File: config.mk
export PLATFORM = sky130hd
export DESIGN_NAME = mtsched_cell
export DESIGN_NICKNAME = d
export VERILOG_FILES = /design/src/assert_macros.svh /design/src/mtsched_pkg.sv /design/src/mtsched_cell.sv
export SDC_FILE = /design/constraint.sdc
export NUM_CORES = 1
export LEC_CHECK = 0
export ABC_CLOCK_PERIOD_IN_PS = 5600
export BUFFER_PORTS_ARGS = -buffer_cell sky130_fd_sc_hd__buf_2
export CAP_MARGIN = 10
export CELL_PAD_IN_SITES_DETAIL_PLACEMENT = 1
export CELL_PAD_IN_SITES_GLOBAL_PLACEMENT = 2
export CORE_MARGIN = 10
export CORE_UTILIZATION = 30
export DETAILED_ROUTE_END_ITERATION = 8
export PLACE_DENSITY = 0.91
export SYNTH_ARGS = -nofsm -noshare
export SYNTH_HDL_FRONTEND = slang
export SYNTH_SLANG_ARGS = --single-unit
export TNS_END_PERCENT = 20
File: constraint.sdc
create_clock -name clk -period 5.6 [get_ports clk]
set_input_delay 0.28 -clock clk [delete_from_list [all_inputs] [get_ports clk]]
set_output_delay 0.28 -clock clk [all_outputs]
set_load 0.005 [all_outputs]
File: src/assert_macros.svh
// Assertion helpers for the RTL files.
`ifndef ASSERT_MACROS_SVH
`define ASSERT_MACROS_SVH

// Implication checked at every rising clock edge outside reset.
`define ASSERT_IMPL(label, cond, prop, msg) \
    label: assert property (@(posedge clk) disable iff (!rst_n) (cond) |-> (prop)) \
        else $error(msg);

// Implication checked in the cycle after the condition.
`define ASSERT_NEXT(label, cond, prop, msg) \
    label: assert property (@(posedge clk) disable iff (!rst_n) (cond) |=> (prop)) \
        else $error(msg);

`endif

File: src/mtsched_pkg.sv
// ---------------------------------------------------------------------------
// Timer scheduler package
// Shared types and constants for the timer scheduler and its list cells.
// ---------------------------------------------------------------------------
package mtsched_pkg;

    localparam logic [31:0] ALL_ONES = 32'hffff_ffff;

    localparam logic [2:0] REQ_ALLOC   = 3'd0;
    localparam logic [2:0] REQ_FREE    = 3'd1;
    localparam logic [2:0] REQ_INIT    = 3'd2;
    localparam logic [2:0] REQ_SETTIME = 3'd3;
    localparam logic [2:0] REQ_TICK    = 3'd4;
    localparam logic [2:0] REQ_REBASE  = 3'd5;

    localparam logic [2:0] RES_ACK        = 3'd0;
    localparam logic [2:0] RES_ALLOCATED  = 3'd1;
    localparam logic [2:0] RES_ALLOC_FAIL = 3'd2;
    localparam logic [2:0] RES_FIRED      = 3'd3;
    localparam logic [2:0] RES_NONE_FIRED = 3'd4;

    typedef struct packed {
        logic [2:0]  req_type;
        logic [4:0]  slot;
        logic [7:0]  destination;
        logic [31:0] payload;
        logic [31:0] delay;
    } req_t;

    typedef struct packed {
        logic [2:0]  result_kind;
        logic [4:0]  slot_out;
        logic [7:0]  dest_out;
        logic [31:0] data_out;
        logic        last;
    } rsp_t;

    typedef enum logic [2:0] {
        OP_HOLD,
        OP_INSERT,
        OP_REMOVE,
        OP_POP,
        OP_REBASE
    } cell_op_t;

    typedef struct packed {
        cell_op_t    op;
        logic [4:0]  slot;
        logic [31:0] deadline;
        logic [31:0] count;
    } cell_cmd_t;

    typedef struct packed {
        logic        valid;
        logic [4:0]  slot;
        logic [31:0] deadline;
    } cell_data_t;

endpackage

File: src/mtsched_cell.sv
// ---------------------------------------------------------------------------
// Timer list cell
// One place in the deadline-ordered list; it shifts with its neighbors.
// ---------------------------------------------------------------------------
module mtsched_cell (
    input  logic                     clk,
    input  logic                     rst_n,
    input  mtsched_pkg::cell_cmd_t   cmd,
    input  mtsched_pkg::cell_data_t  left,
    input  mtsched_pkg::cell_data_t  right,
    input  logic                     prefix_in,
    output logic                     prefix_out,
    output mtsched_pkg::cell_data_t  cur
);

    mtsched_pkg::cell_data_t cur_reg;
    mtsched_pkg::cell_data_t cur_next;
    logic                    hit;

    always_comb
    begin
        hit      = 1'b0;
        cur_next = cur_reg;
        case (cmd.op)
            mtsched_pkg::OP_INSERT:
            begin
                // The new entry goes ahead of the first entry that is not earlier.
                hit = !cur_reg.valid || (cmd.deadline <= cur_reg.deadline);
                if (prefix_in)
                begin
                    cur_next = left;
                end
                else if (hit)
                begin
                    cur_next.valid    = 1'b1;
                    cur_next.slot     = cmd.slot;
                    cur_next.deadline = cmd.deadline;
                end
            end
            mtsched_pkg::OP_REMOVE:
            begin
                hit = cur_reg.valid && (cur_reg.slot == cmd.slot);
                if (prefix_in || hit)
                begin
                    cur_next = right;
                end
            end
            mtsched_pkg::OP_POP:
            begin
                cur_next = right;
            end
            mtsched_pkg::OP_REBASE:
            begin
                if (cur_reg.valid && (cur_reg.deadline != mtsched_pkg::ALL_ONES))
                begin
                    cur_next.deadline = cur_reg.deadline - cmd.count;
                end
            end
            default:
            begin
                cur_next = cur_reg;
            end
        endcase
    end

    assign prefix_out = prefix_in | hit;
    assign cur        = cur_reg;

    always_ff @(posedge clk or negedge rst_n)
    begin
        if (!rst_n)
        begin
            cur_reg <= '0;
        end
        else
        begin
            cur_reg <= cur_next;
        end
    end

endmodule

* Word level (Yosys, flattened, before mapping)
Index checks and enable logic that the tools add are counted.
** Word-level totals
- Memory bits (read-only) :: 0
- Input port bits :: 151
- RAM bits :: 0
- Output and inout port bits :: 39
- Memories :: 0
- Register bits after elaboration :: 38
- Latch bits :: 0
** Cells by class
- Bitwise gates (word level) :: 1
- Equality and inequality tests :: 9
- Divide/modulo/power cells :: 0
- $mul :: 0
- Add/subtract/negate cells :: 1
- Shifts and indexed selects :: 0
- $lt $le $gt $ge :: 1
- Reductions and logical operators :: 9
- Mux-type cells :: 7
** Operator list (count)
- case mux 32 bit (4 select lines) :: 1
- 2-to-1 mux 38 bit :: 3
- <= comparator 32 bit :: 1
- 2-to-1 mux 32 bit :: 1
- != test 32 bit, second input constant :: 1
- subtractor 32 bit :: 1
- case mux 6 bit (3 select lines) :: 1
- equality test 3 x 2 -> 1 bit, second input constant :: 2
- equality test 5 bit :: 1
- != test 2 bit, second input constant :: 2
- AND reduction 4 bit :: 1
- nonzero test 4 bit :: 1
- equality test 3 x 1 -> 1 bit, second input constant :: 1
- equality test 3 bit, second input constant :: 1
- != test 3 bit, second input constant :: 1
- AND reduction 3 bit :: 1
- nonzero test 3 bit :: 1
- logical AND 1 bit :: 2
- logical OR 1 bit :: 2
- case mux 1 bit (2 select lines) :: 1
- logical NOT 1 bit :: 1
- bitwise OR 1 bit :: 1

* Longest topological paths before layout
Gate-level depths: netlist (run 1).
- Depth in word-level cells :: 5
- Gate-level depth with buffers :: 11

* Worst setup path before layout (run 1)
Ideal clock, no wire load.
- Kind :: reg2reg
- From :: reg cur_reg, in the netlist cur[0]
- To :: reg cur_reg, in the netlist cur[30]
- Setup time :: 0.126 ns
- Stages on the path, launching flop included :: 12
- Required time :: 5.474 ns
- Arrival :: 2.707 ns
- Period minus slack after synthesis :: 2.833 ns
- Setup slack :: 2.767 ns
- Cells stage by stage :: dfrtp_1 inv_1 ha_1 fa_1 nor2b_1 o211ai_1 a211oi_2 nor2_1 o2111a_2 o31ai_4 a41oi_1 o32a_1
** Between the ends
- Word-level cells in the longest chain between the ends :: 4
** Ends and longest elaborated chain
- from (decl) :: RTL line mtsched_cell.sv:16 : mtsched_pkg::cell_data_t cur_reg;
- from (signal assigned) :: RTL line mtsched_cell.sv:77 : cur_reg <= cur_next;
- <= comparator 32 bit / != test 32 bit (equally long branches) :: RTL line mtsched_cell.sv:28, mtsched_cell.sv:54
- logical OR 1 bit / logical AND 1 bit (equally long branches) :: RTL line mtsched_cell.sv:28, mtsched_cell.sv:54
- != test 3 bit (no source line) / != test 2 bit (equally long branches)
- AND reduction 4 bit (no source line)
Several ways; a longest one is shown, not always the timed one. The select of a mux whose other input is x is not followed.
A chain may end at the register's enable or synchronous reset.

* Worst setup path after layout (run 1)
- From :: reg cur_reg, in the netlist cur[15]
- To :: reg cur_reg, in the netlist cur[25]
The elaborated chain is that of the path after synthesis.

==> results of run 1 <==
## power by group through the flow
stage,clock (mW),combinational [mW],sequential (mW)
floorplan,0,0.760,0.426
global placement,0,1.12,0.455
detailed placement,0,1.13,0.459
CTS,0.299,1.15,0.455
global route,0.312,1.28,0.467
finish,0.293,1.15,0.454
## worst reg2reg max path, cell delays in order, from the launching register on
cell,delay (ps)
sky130_fd_sc_hd__dfrtp_1,480
sky130_fd_sc_hd__inv_1,70
sky130_fd_sc_hd__ha_1,300
sky130_fd_sc_hd__nand4_1,190
sky130_fd_sc_hd__nor4_1,700
sky130_fd_sc_hd__a21oi_1,180
sky130_fd_sc_hd__and3_1,230
sky130_fd_sc_hd__a211oi_4,250
sky130_fd_sc_hd__buf_4,500
sky130_fd_sc_hd__mux2_2,410
sky130_fd_sc_hd__o311a_1,110
sky130_fd_sc_hd__nand3_1,90
## per-stage QoR
stage | power (mW) | area, um2 | utilization, %
after global placement | 1.57 | 6440 | 37.3
after CTS | 1.90 | 6580 | 38.1
after detailed placement | 1.59 | 6440 | 37.3
after global routing | 2.06 | 6580 | 38.1
final | 1.89 | 6580 | 38.1
after floorplan | 1.19 | 5310 | -
## cells in the final DEF (no fill, tap or decap), types with 7 or more instances in the layout
cell type                  instances
sky130_fd_sc_hd__buf_2           189
sky130_fd_sc_hd__inv_1            75
sky130_fd_sc_hd__a21oi_1          70
sky130_fd_sc_hd__ha_1             63
sky130_fd_sc_hd__nand2_1          46
sky130_fd_sc_hd__mux2i_1          41
sky130_fd_sc_hd__nor2_1           40
sky130_fd_sc_hd__dfrtp_1          38
sky130_fd_sc_hd__nor3_1           36
sky130_fd_sc_hd__o21ai_0          30
sky130_fd_sc_hd__nand4_1          23
sky130_fd_sc_hd__a221oi_1         15
sky130_fd_sc_hd__nand3_1          15
sky130_fd_sc_hd__a21o_1           12
sky130_fd_sc_hd__a31oi_1          11
sky130_fd_sc_hd__xnor2_1          11
sky130_fd_sc_hd__xor2_1            8
sky130_fd_sc_hd__and3_1            7
sky130_fd_sc_hd__nor4_1            7
sky130_fd_sc_hd__o211ai_1          7
## cell usage after synthesis, types with 3 or more instances
master / count
sky130_fd_sc_hd__nand3_1: 15
sky130_fd_sc_hd__buf_1: 3
sky130_fd_sc_hd__a211oi_1: 3
sky130_fd_sc_hd__dfrtp_1: 38
sky130_fd_sc_hd__a221oi_1: 15
sky130_fd_sc_hd__a31oi_1: 11
sky130_fd_sc_hd__o21ai_1: 3
sky130_fd_sc_hd__mux2_1: 3
sky130_fd_sc_hd__buf_2: 6
sky130_fd_sc_hd__nor2b_1: 5
sky130_fd_sc_hd__ha_1: 63
sky130_fd_sc_hd__or3_1: 6
sky130_fd_sc_hd__o21a_1: 5
sky130_fd_sc_hd__nand3b_1: 4
sky130_fd_sc_hd__o21ai_0: 30
sky130_fd_sc_hd__a21oi_1: 70
sky130_fd_sc_hd__o221ai_1: 3
sky130_fd_sc_hd__a21o_1: 12
sky130_fd_sc_hd__clkbuf_1: 15
sky130_fd_sc_hd__nor3_1: 37
sky130_fd_sc_hd__xor2_1: 8
sky130_fd_sc_hd__mux2i_1: 41
sky130_fd_sc_hd__xnor2_1: 11
sky130_fd_sc_hd__nor4_1: 7
sky130_fd_sc_hd__nand4_1: 23
sky130_fd_sc_hd__inv_1: 75
sky130_fd_sc_hd__nor2_1: 40
sky130_fd_sc_hd__and2_1: 5
sky130_fd_sc_hd__o21bai_1: 4
sky130_fd_sc_hd__and3_1: 7
sky130_fd_sc_hd__mux2_2: 6
sky130_fd_sc_hd__o31ai_1: 5
sky130_fd_sc_hd__o211ai_1: 7
sky130_fd_sc_hd__nand2b_1: 6
sky130_fd_sc_hd__nand2_1: 46
## layer usage
layer | global-route usage [%] | wire (um) | vias up | share of wire, %
met3 | 3.98 | 1240 | 14 | 5.7
met4 | 3.13 | 245 | 0 | 1.1
li1 | - | - | 2904 | -
met5 | 0 | 0 | - | 0
met1 | 23.7 | 10500 | 2769 | 48
met2 | 28.9 | 9940 | 177 | 45
## kinds of logic after synthesis
family | after synthesis | share of synthesized area [%]
compound gates | 199 | 25.1
xor+xnor | 19 | 3.14
simple gates | 215 | 21.1
buf+inv | 103 | 7.92
flops | 38 | 17.9
mux | 50 | 9.64
fa+ha+maj | 64 | 15.2
## final cells by class
class                   instances  area (um2)  share of cell area, %
flip-flops and latches         38         951                   14.4
multi-input cells             547        3950                   60.0
well taps                     225         282                   4.28
repair buffers                194         983                   14.9
clock buffers                   6         139                   2.11
inverters                      75         282                   4.28
## how the worst max path moves through the flow
| stage | from | to | slack [ps] |
|---|---|---|---|
| 2_1_floorplan | cur[0] | cur[30] | 2770 |
| 3_3_place_gp | cur[13] | cur[25] | 2190 |
| 3_5_place_dp | cur[13] | cur[25] | 2070 |
| 4_1_cts | cur[15] | cur[25] | 2030 |
| 5_1_grt | cur[15] | cur[25] | 1780 |
| 6_report | cur[15] | cur[25] | 2010 |
==> summary.md, run 1 <==
| Metric | Value |
|---|---|
| Wire length of the first global-routing pass | `34.3 mm` |
| Synthesized flop and latch total | `38` |
| Transition at the pin with the smallest max-transition slack | `976 ps` |
| Maximum clock rate | `278 MHz` |
| Gates resized, CTS repair | `0` |
| Placeable Area | `17300 um2` |
| Cell Count, Final, Fillers Out | `1085` |
| DRC violation count after routing | `0` |
| Cell depth of the worst setup path | `11` |
| Buffering stage count on the worst path with inverters included | `2` |
| Layout overhead on the synthesized area | `24.1%` |
| Part of the power in registers | `24.0%` |
| Die X-Extent | `153 um` |
| Number of antenna repair diodes | `0` |
| Arrival time of the worst setup path | `3810 ps` |
| Post-synth cell types | `75` |
| Number of global-route vias before repair | `6167` |
| Final net count | `1076` |
| Die ar. | `23400 um2` |
| Post-route setup TNS | `0 ps` |
| Final number of setup-violating endpoints | `0` |
| Synthesis warning total | `0` |
| Unrepaired setup endpoints after global routing | `false` |
| Worst Setup End Kind | `register` |
| CTS root buf | `sky130_fd_sc_hd__clkbuf_16` |
| RR Startpoint | `cur[15]` |
| Fin crit period | `3590 ps` |
| Cell count after synthesis | `688` |
| Number of CTS-inserted buffers | `5` |
| Fin Hold WS | `148 ps` |
| Clk_skew | `6.50 ps` |
| Total congestion overflow after global routing | `0` |
| Share of the yosys chip area belonging to registers | `17.9%` |
| Worst-path cell chain | `inv_1, ha_1, nand4_1, nor4_1, a21oi_1, and3_1, a211oi_4, buf_4, mux2_2, o311a_1, nand3_1` |
| Number of enable flip-flop cells after synthesis | `0` |
| Clock power frac | `15.5%` |
| Final Hold Violating Endpoints | `0` |
| Initial antenna violation count | `0` |
| Share of post-route cells with drive strength above 1 | `25.7%` |
| Starting density of the core | `30.7%` |
| Psw | `895 uW` |
| Standard cell with the maximum stage delay on the critical path | `sky130_fd_sc_hd__nor4_1` |
| Highest fanout seen on the critical path | `49` |
| Routability congestion estimate | `0.881` |
| Proportion of netlist area held by the largest area contributor | `17.9%` |
| Async SR Flop Fraction | `100%` |
| Combinational fraction of design power | `60.5%` |
| Type of the worst min-delay path | `in -> async` |
| Half-perimeter wire length of the detailed placement result | `18.3 mm` |
| Clock Latency Late Sink | `290 ps` |
| Number of fillers in the final layout | `2202` |
| Final routed wire length divided by cell count | `20.2 um` |
| Data required time at the worst endpoint | `5820 ps` |
| Power per unit of standard cell area | `287 nW/um2` |
| End of the worst register-to-register path | `cur[25]` |
| Mean area per synthesized cell | `7.71 um2` |
| Number of levels the H-tree was split into | `2` |
| Cell Area, Synth | `5310 um2` |
| Clock Sink Count | `38` |
| Synthesized net count | `903` |
| Maximum number of pins on one net before global-route repair | `58` |
| Initial DRT Pass Iterations | `4` |
| Pre-CTS worst setup slack | `2070 ps` |
| I/O pin count | `190` |
| Switching part of the total power | `47.3%` |
| Stage delay of the slowest cell on the critical path | `700 ps` |
| Synth area leader | `sky130_fd_sc_hd__dfrtp_1` |
| Number of slew-limit violations in the final report | `0` |
| Global routing usage summed across all routing layers | `17.8%` |
| Worst-case setup margin in the final layout | `2010 ps` |
| Clock input transition at the sequential cells of the worst setup and hold paths | `60 ps` |
| Post-CTS Setup Repair Bufs | `0` |
| Total wire length | `21.9 mm` |
| Flop2flop setup slack | `2010 ps` |
| Vias post-DR | `5864` |
| Hold-fix buffers, CTS | `0` |
| Antenna viol nets, final | `0` |
| Worst ir drop on vdd | `0.117 mV` |
| Detail-routed via count per cell | `5.40` |
| Number of max-cap violations | `0` |
| Startpoint-to-endpoint class of the critical path | `reg -> reg` |
| Clock tree from TritonCTS | `yes` |
| Largest register FFs | `38` |
| Maximum clock path buffer count | `2` |
| Standard-cell rows | `48` |
| Setup crit start kind | `register` |
| Final Cycle Share | `64.2%` |
| Vertical die dimension | `153 um` |
| Dominant delay contributor by cell family on the critical path | `simple AND/OR/NAND/NOR gates` |
| Number of placed instances with taps included | `1079` |
| Count of input and output buffers | `189` |
| Synth area leaders | `sky130_fd_sc_hd__dfrtp_1, sky130_fd_sc_hd__ha_1, sky130_fd_sc_hd__mux2i_1` |
| Top FF cell, synth | `sky130_fd_sc_hd__dfrtp_1` |
| Internal power consumption | `998 uW` |
| Drt initial violations | `277` |
| Outcome | `complete, no violations` |
| Max_slew headroom | `35.0%` |
| P_leak | `3.28 nW` |
| Cell depth of the worst flop-to-flop path | `11` |
(Power assumes the default switching activity.)
==> run 2: changes to the inputs <==
ABC_CLOCK_PERIOD_IN_PS = 3100   (was 5600)
CORE_UTILIZATION = 25   (was 30)
PLACE_DENSITY = 0.81   (was 0.91)
clock period = 3.1 ns   (was 5.6 ns; I/O delays follow)
==> summary.md, run 2 (synthesized netlist as in run 1, its figures left out) <==
| Metric | Value |
|---|---|
| Clock power frac | `17.4% (+1.9 points)` |
| Worst ir drop on vdd | `0.244 mV (+110%)` |
| Die X-Extent | `166 um (+8.3%)` |
| Highest fanout seen on the critical path | `3 (-94%)` |
| Fin Hold WS | `26.8 ps (-122 ps)` |
| Switching part of the total power | `46.4% (-0.90 points)` |
| Antenna viol nets, final | `0 (unchanged)` |
| Number of levels the H-tree was split into | `2 (unchanged)` |
| Total wire length | `23.3 mm (+6.4%)` |
| Transition at the pin with the smallest max-transition slack | `1020 ps (+46.1 ps)` |
| Wire length of the first global-routing pass | `35.9 mm (+4.8%)` |
| Worst-case setup margin in the final layout | `119 ps (-1890 ps)` |
| Outcome | `complete, no violations` |
| Psw | `1.68 mW (+87%)` |
| CTS root buf | `sky130_fd_sc_hd__clkbuf_16` |
| Number of placed instances with taps included | `1148 (+6.4%)` |
| Worst Setup End Kind | `register` |
| Total area of multi-input combinational cells | `3960 um2 (+0.22%)` |
| Maximum clock rate | `335 MHz (+21%)` |
| Most frequent cells in the layout | `sky130_fd_sc_hd__buf_2, sky130_fd_sc_hd__inv_1, sky130_fd_sc_hd__a21oi_1, sky130_fd_sc_hd__ha_1, sky130_fd_sc_hd__nand2_1` |
| Detail-routed via count per cell | `5.15 (-4.7%)` |
| Unrepaired setup endpoints after global routing | `true` |
| Post-CTS Setup Repair Bufs | `0 (unchanged)` |
| Maximum number of pins on one net before global-route repair | `42 (-28%)` |
| Arrival time of the worst setup path | `3220 ps (-590 ps)` |
| Internal power consumption | `1.94 mW (+94%)` |
| Area after DPL | `6690 um2 (+3.8%)` |
| Count of input and output buffers | `189 (unchanged)` |
| Cell Count, Final, Fillers Out | `1157 (+6.6%)` |
| Vias post-DR | `5962 (+1.7%)` |
| Setup crit start kind | `register` |
| Number of global-route vias before repair | `6337 (+2.8%)` |
| Routability congestion estimate | `0.843 (-4.3%)` |
| Part of the power in registers | `21.4% (-2.6 points)` |
| Fin area | `6870 um2 (+4.3%)` |
| Placeable Area | `21000 um2 (+21%)` |
| Share of post-route cells with drive strength above 1 | `28.0% (+2.3 points)` |
| Startpoint-to-endpoint class of the critical path | `reg -> reg` |
| P_leak | `3.39 nW (+3.6%)` |
| Starting density of the core | `25.3% (-5.4 points)` |
| Combinational fraction of design power | `61.2% (+0.7 points)` |
| Initial DRT Pass Iterations | `4 (unchanged)` |
| Die ar. | `27500 um2 (+17%)` |
| Cell depth of the worst flop-to-flop path | `12 (+1)` |
| Power per unit of standard cell area | `526 nW/um2 (+83%)` |
| Utilization after layout | `32.8% (-5.3 points)` |
| Drt initial violations | `279 (+0.72%)` |
| Half-perimeter wire length of the detailed placement result | `19.6 mm (+7.2%)` |
| Number of fillers in the final layout | `2649 (+20%)` |
| Worst-path cell chain | `inv_1, ha_1, fa_1, nor2b_2, o211ai_1, a211oi_2, buf_4, nor4_2, o31ai_2, a31oi_1, or4b_1, nand3_1` |
| Type of the worst min-delay path | `in -> async` |
| Total congestion overflow after global routing | `0 (unchanged)` |
| Vertical die dimension | `166 um (+8.3%)` |
| Final Cycle Share | `96.2% (+32 points)` |
| Maximum clock path buffer count | `2 (unchanged)` |
| Standard-cell rows | `53 (+10%)` |
| Data required time at the worst endpoint | `3340 ps (-2480 ps)` |
| Initial antenna violation count | `1 (+1)` |
| I/O pin count | `190 (unchanged)` |
| Clock tree from TritonCTS | `yes` |
| Final routed wire length divided by cell count | `20.1 um (-0.23%)` |
| Clock input transition at the sequential cells of the worst setup and hold paths | `70 ps (about the same)` |
| Number of slew-limit violations in the final report | `0 (unchanged)` |
| Global routing usage summed across all routing layers | `16.1% (-1.7 points)` |
| Clock Latency Late Sink | `310 ps (+20 ps)` |
| Leading cell type in the layout, fill and taps excluded | `sky130_fd_sc_hd__buf_2` |
| FF+latch area | `955 um2 (+0.39%)` |
| DRC violation count after routing | `0 (unchanged)` |
| Number of CTS-inserted buffers | `5 (unchanged)` |
| Pre-CTS worst setup slack | `28.0 ps (-2040 ps)` |
| Total Power Consumption | `3.61 mW (+91%)` |
| Standard cell with the maximum stage delay on the critical path | `sky130_fd_sc_hd__or4b_1` |
| Final number of setup-violating endpoints | `0 (unchanged)` |
| Stage delay of the slowest cell on the critical path | `480 ps (-220 ps)` |
| Final net count | `1095 (+1.8%)` |
| Max_slew headroom | `31.9% (-3.1 points)` |
| Number of max-cap violations | `0 (unchanged)` |
| Clock Sink Count | `38 (unchanged)` |
| Layout overhead on the synthesized area | `29.4%` |
| Fin crit period | `2980 ps (-612 ps)` |
| Largest register FFs | `38 (unchanged)` |
| Post-route setup TNS | `0 ps (unchanged)` |
| Clk_skew | `6.55 ps (+0.0534 ps)` |
| Final Hold Violating Endpoints | `0 (unchanged)` |
[run 2: layout make-up]
class / instances / area share, %
multi-input cells: 547 / 57.6
repair buffers: 213 / 16.9
flip-flops and latches: 38 / 13.9
well taps: 275 / 5.01
inverters: 75 / 4.10
clock buffers: 5 / 1.82
clock inverters: 3 / 0.583
diodes: 1 / 0.0364
[run 2: final timing paths]
path | startpoint | end | slack [ps]
hold / removal | rst_n | cur[33] | 30
max in group asynchronous | rst_n | cur[12] | 2360
min in group clk | right[22] | cur[22] | 160
setup / recovery | cur[0] | cur[18] | 120
setup reg to reg | cur[0] | cur[18] | 120
hold reg to reg | cur[35] | cur[35] | 550
[run 2: per-layer routing]
| layer | wire length [um] | GRT usage [%] |
|---|---|---|
| met5 | 7 | 0 |
| met4 | 264 | 3.04 |
| met2 | 10400 | 25.5 |
| met1 | 11000 | 21.8 |
| met3 | 1630 | 3.69 |
[run 2: worst max-delay path, delay by kind of cell, from the launching register on]
kind | cells | cell delay [ps]
adders and majority gates | 2 | 630
AOI/OAI and AO/OA | 4 | 950
DFF | 1 | 340
buffers and inverters | 2 | 220
and+or+nand+nor | 4 | 760
[run 2: timing repair]
| action | CTS | global route |
|---|---|---|
| hold buffers | 0 | 0 |
| endpoints found under the setup margin | 0 | 12 |
| resized for setup | 0 | 5 |
[run 2: power by group through the flow]
stage | clock network, mW | logic, mW | registers, mW
floorplan | 0 | 1.37 | 0.769
global placement | 0 | 2.18 | 0.774
detailed placement | 0 | 2.20 | 0.778
CTS | 0.639 | 2.22 | 0.770
global route | 0.650 | 2.47 | 0.795
finish | 0.629 | 2.21 | 0.772
